File: config.mk
export PLATFORM = sky130hd
export DESIGN_NAME = smh_lane
export DESIGN_NICKNAME = d
export VERILOG_FILES = /design/src/smh_pkg.sv /design/src/smh_lane.sv
export SDC_FILE = /design/constraint.sdc
export NUM_CORES = 2
export LEC_CHECK = 0
export ABC_CLOCK_PERIOD_IN_PS = 7000
export BUFFER_PORTS_ARGS = -buffer_cell sky130_fd_sc_hd__buf_2
export CORE_MARGIN = 5
export CORE_UTILIZATION = 40
export DETAILED_ROUTE_END_ITERATION = 8
export HOLD_SLACK_MARGIN = 0.06
export PLACE_DENSITY = 0.68
export SLEW_MARGIN = 20
export SYNTH_ARGS = -nofsm -noshare
export SYNTH_HDL_FRONTEND = slang
export SYNTH_SLANG_ARGS = --single-unit
File: constraint.sdc
create_clock -name clk_i -period 7 [get_ports clk_i]
set_clock_uncertainty 0.1 [all_clocks]
set_input_delay 0.35 -clock clk_i [delete_from_list [all_inputs] [get_ports clk_i]]
set_output_delay 0.35 -clock clk_i [all_outputs]
set_load 0.02 [all_outputs]
File: src/smh_pkg.sv
`timescale 1ns / 1ps
// shared types and constants for the shingle minhash signature block
// no dependencies

package smh_pkg;

  localparam int unsigned MaxHashes = 3;
  localparam int unsigned HashW     = 32;
  localparam int unsigned SigW      = 31;
  localparam int unsigned SymW      = 8;
  localparam int unsigned CfgIdxW   = 3;

  localparam logic [SigW-1:0]  MinStart = {SigW{1'b1}};

  localparam logic [HashW-1:0] SeedZeroRst  = 32'd59;
  localparam logic [HashW-1:0] SeedOneRst   = 32'd81;
  localparam logic [HashW-1:0] SeedTwoRst   = 32'd83;
  localparam logic [HashW-1:0] ChainMultRst = 32'd7;
  localparam logic [HashW-1:0] MultZeroRst  = 32'd13;
  localparam logic [HashW-1:0] MultOneRst   = 32'd17;
  localparam logic [HashW-1:0] MultTwoRst   = 32'd27;

  typedef enum logic [CfgIdxW-1:0] {
    CfgSeedZero  = 3'd0,
    CfgSeedOne   = 3'd1,
    CfgSeedTwo   = 3'd2,
    CfgChainMult = 3'd3,
    CfgMultZero  = 3'd4,
    CfgMultOne   = 3'd5,
    CfgMultTwo   = 3'd6
  } cfg_idx_e;

  // per-cycle control shared by all hash lanes
  typedef struct packed {
    logic a_load;     // input transaction accepted
    logic sym_vld;    // item carries a character
    logic started;    // open token already has a character
    logic close;      // token closes with this item
    logic b_adv;      // minimum stage consumes its entry
    logic b_cand;     // minimum stage entry holds a shingle hash
    logic b_row_end;  // minimum stage entry ends the row
  } ctl_t;

endpackage

File: src/smh_lane.sv
`timescale 1ns / 1ps
// one hash function lane: token and shingle hash update, then running minimum
// depends on smh_pkg

module smh_lane
  import smh_pkg::*;
(
  input  logic             clk_i,
  input  logic             rst_ni,
  input  ctl_t             ctl_i,
  input  logic [SymW-1:0]  symbol_i,
  input  logic [HashW-1:0] seed_i,
  input  logic [HashW-1:0] chain_i,
  input  logic [HashW-1:0] mult_i,
  output logic [SigW-1:0]  min_next_o
);

  logic [HashW-1:0] cur_q, prev_q, sh_q, cand_q;
  logic [SigW-1:0]  min_q;

  logic [HashW-1:0] cur_base, sh_base, sym_term, cur_mix, sh_mix, cur_upd, sh_upd;
  logic             cand_lt;

  assign cur_base = ctl_i.started ? cur_q : seed_i;
  assign sh_base  = ctl_i.started ? sh_q : prev_q;
  assign sym_term = HashW'(mult_i * {{(HashW-SymW){1'b0}}, symbol_i});
  assign cur_mix  = HashW'(cur_base * chain_i) ^ sym_term;
  assign sh_mix   = HashW'(sh_base * chain_i) ^ sym_term;
  assign cur_upd  = ctl_i.sym_vld ? cur_mix : cur_q;
  assign sh_upd   = ctl_i.sym_vld ? sh_mix : sh_q;

  always_ff @(posedge clk_i or negedge rst_ni) begin
    if (!rst_ni) begin
      cur_q  <= '0;
      prev_q <= '0;
      sh_q   <= '0;
      cand_q <= '0;
    end else if (ctl_i.a_load) begin
      cur_q  <= cur_upd;
      sh_q   <= sh_upd;
      cand_q <= sh_upd;
      if (ctl_i.close) begin
        prev_q <= cur_upd;
      end
    end
  end

  // minimum stage
  assign cand_lt    = ctl_i.b_cand && (cand_q < {1'b0, min_q});
  assign min_next_o = cand_lt ? cand_q[SigW-1:0] : min_q;

  always_ff @(posedge clk_i or negedge rst_ni) begin
    if (!rst_ni) begin
      min_q <= MinStart;
    end else if (ctl_i.b_adv) begin
      min_q <= ctl_i.b_row_end ? MinStart : min_next_o;
    end
  end

endmodule

==> metrics.txt <==
status=finished with violations; failing checks=setup timing; drt first pass iters=5; total I/O pin count=144; vias in the first global route=38697; slew at the pin closest to its max-slew limit=1.12 ns; post-DP HPWL=119 mm; Final Hold Fails=0; complex-gate fraction of the synthesized area=0.0565; initial core utilization=0.403; period utilisation layout=1.06; commonest register cell after synthesis=dfrtp_1; Via-to-Cell Ratio=5.18; Worst Path Arrival=7.64 ns; Clock Latency Late Sink=0.43 ns; Clock Sinks=127; global-route wire length before repair=227 mm; startpoint types=flip-flop; pin count of the biggest net entering global routing=119; slowest CP cell=fa_1; endpoint type of the worst setup path=flip-flop; f_max=134 MHz; cts bufs inserted=17; H-tree Lvls=4; layout cells sized above 1=0.211; synthesized flop and latch total=127; Buffers on Ports=143; mux cell area share after synthesis=0.0218; antenna viol nets, final=0; total congestion overflow=0; Post-synth top cells=fa_1 (972), inv_1 (942), nand2_1 (764), and2_1 (675), ha_1 (316); fin. max-slew vios=0; clock-pin transition on the worst setup and hold timing paths=0.06 ns; minimum clock period=7.45 ns; crit path max fanout=6; die area=120000 µm²; DRT iter0 DRCs=2621; endpoints failing setup=44; Post-Synth Adder-Cell Area=0.516; xor/xnor cell area share of the yosys netlist=0.0540; Buf/Inv on CP=5; Yosys top cell by area=fa_1; Placeable Area=113000 µm²; RSZ-0062 raised after global routing=yes; Non-Filler Instances=7028; DP Cell Count=6879; Simple-Gate Fraction of Synth Area=0.179; Syn Area/Cell=9.00 µm²; Tot GR Track Use=0.242; top-area cell type share of the netlist area=0.429; Vias=36375; post-synthesis sequential area ratio=0.0708; initial antenna violation count=10; Ys Warns=0; # nets final=6911; max cap viols=0; Fill cells=10501; Hold WC Path Type=input pin to flip-flop; critical path type=flip-flop to flip-flop; Die Ht=347 µm; Post-Syn Nets=6446; GP Congestion=0.958; Post-synth EDFFs=0; Slew HR=0.248; Critical Path RT=7.19 ns; family with the most delay on the worst path=adder cells; CTS Root Cell=clkbuf_16; FP Rows=123; Residual DRC=0; die width=347 µm; most used cell, CP=fa_1; largest family of logic cells by synthesized area=adder cells; Distinct cells, synth=64; area grow syn2layout=20.1%; peak per-stage delay on the critical path=0.60 ns; top-count cell post-synth=fa_1; CTS tree=done; Cells after Synth=5045; Post-synth ARST share=1.00; Clock Path Buffers=2; mapped cell area=45400 µm²; DR WL/cell=20.9 µm; synth top area cells=fa_1 (43%), and2_1 (9.3%), ha_1 (8.7%); Total Routed Length=147 mm; Worst Slack Setup Final=-0.454 ns
## cell type report
cell class	count	area, µm²	area share
antenna	5	12.5	0.000229
clock buffer	24	503	0.00922
inverter	942	3540	0.0649
timing repair buffer	705	5760	0.106
tap	1500	1880	0.0344
clock inverter	8	53.8	0.000987
multi-input combinational	3717	39500	0.725
sequential	127	3250	0.0596
## final timing paths
path                       startpoint   endpoint  slack, ns  depth (start not counted)
max in group asynchronous      rst_ni  cur_q[19]       5.10                          3
max                         cur_q[12]  cur_q[30]      -0.45                         26
min                          ctl_i[6]  cur_q[27]       0.15                          3
min in group asynchronous      rst_ni    sh_q[9]       0.43                          2
max reg2reg                 cur_q[12]  cur_q[30]      -0.45                         26
min reg2reg                 prev_q[0]  prev_q[0]       0.38                          2
## tightest hold or removal path, delay by kind of cell
family | cells | cell delay (ns)
buffers and inverters | 1 | 0.14
and+or+nand+nor | 1 | 0.10
AOI/OAI and AO/OA | 1 | 0.06
## stage by stage
stage / TNS [ns] / area, µm² / utilization / hold slack, ns / setup slack, ns
2_1_floorplan: -2.36 / 45900 / - / -0.0456 / -0.447
3_3_place_gp: -27.03 / 51100 / 0.454 / 0.362 / -0.748
3_5_place_dp: -31.12 / 51100 / 0.454 / 0.367 / -0.851
4_1_cts: -6.79 / 53100 / 0.471 / 0.134 / -0.405
5_1_grt: -17.88 / 54500 / 0.484 / 0.161 / -0.639
6_report: -9.18 / 54500 / 0.484 / 0.151 / -0.454
## per-layer routing
layer | GRT usage | routed length [µm]
met5 | 0 | 23
met4 | 0.0734 | 5320
met3 | 0.0475 | 13200
met2 | 0.381 | 66300
met1 | 0.340 | 62400
## cells by family (layout without fill, tap and decap cells)
logic type      after synthesis  after routing
flops                       127            127
other cells                   0              5
mux                          79             87
fa+ha+maj                  1288           1288
simple gates               1652           1652
xor+xnor                    271            271
compound gates              419            419
buf+inv                    1209           1679
## registers in the layout, summed over array words and instances (netlist names)
signal	count
sh_q	32
cur_q	32
prev_q	32
min_q	31
## cells in the final DEF, fill, tap and decap left out, types with 10 or more instances in the layout
| master | Yosys | routed |
|---|---|---|
| a21o_1 | 56 | 56 |
| a21oi_1 | 74 | 48 |
| a21oi_2 | 0 | 21 |
| a311oi_1 | 32 | 31 |
| and2_1 | 675 | 642 |
| and2_4 | 0 | 33 |
| buf_12 | 3 | 41 |
| buf_2 | 1 | 141 |
| buf_4 | 0 | 461 |
| buf_6 | 3 | 52 |
| clkbuf_16 | 0 | 18 |
| dfrtp_1 | 96 | 70 |
| dfrtp_2 | 0 | 26 |
| dfstp_2 | 31 | 31 |
| fa_1 | 972 | 924 |
| fa_2 | 0 | 48 |
| ha_1 | 316 | 274 |
| ha_4 | 0 | 40 |
| inv_1 | 942 | 920 |
| inv_2 | 0 | 20 |
| mux2_2 | 40 | 22 |
| mux2_4 | 30 | 56 |
| nand2_1 | 764 | 755 |
| nand2_2 | 7 | 13 |
| nand4_1 | 10 | 10 |
| nor2_1 | 100 | 92 |
| nor2b_1 | 13 | 13 |
| nor3_1 | 43 | 40 |
| o21a_1 | 13 | 13 |
| o21ai_0 | 179 | 116 |
| o21ai_1 | 4 | 46 |
| o21ai_2 | 0 | 14 |
| xnor2_1 | 223 | 191 |
| xnor2_2 | 0 | 25 |
| xor2_1 | 40 | 33 |
## repair_timing
item,in CTS,in global routing
buffers inserted,58,60
endpoints found under the hold margin,43,0
hold buffers,1,0
resized for setup,215,245
pin swaps,115,188
setup endpoints to repair,47,58
gates cloned,9,0
Power is left out: the tool's default activity adds up to more than one toggle a clock period on the data nets, which glitch-free logic cannot reach.
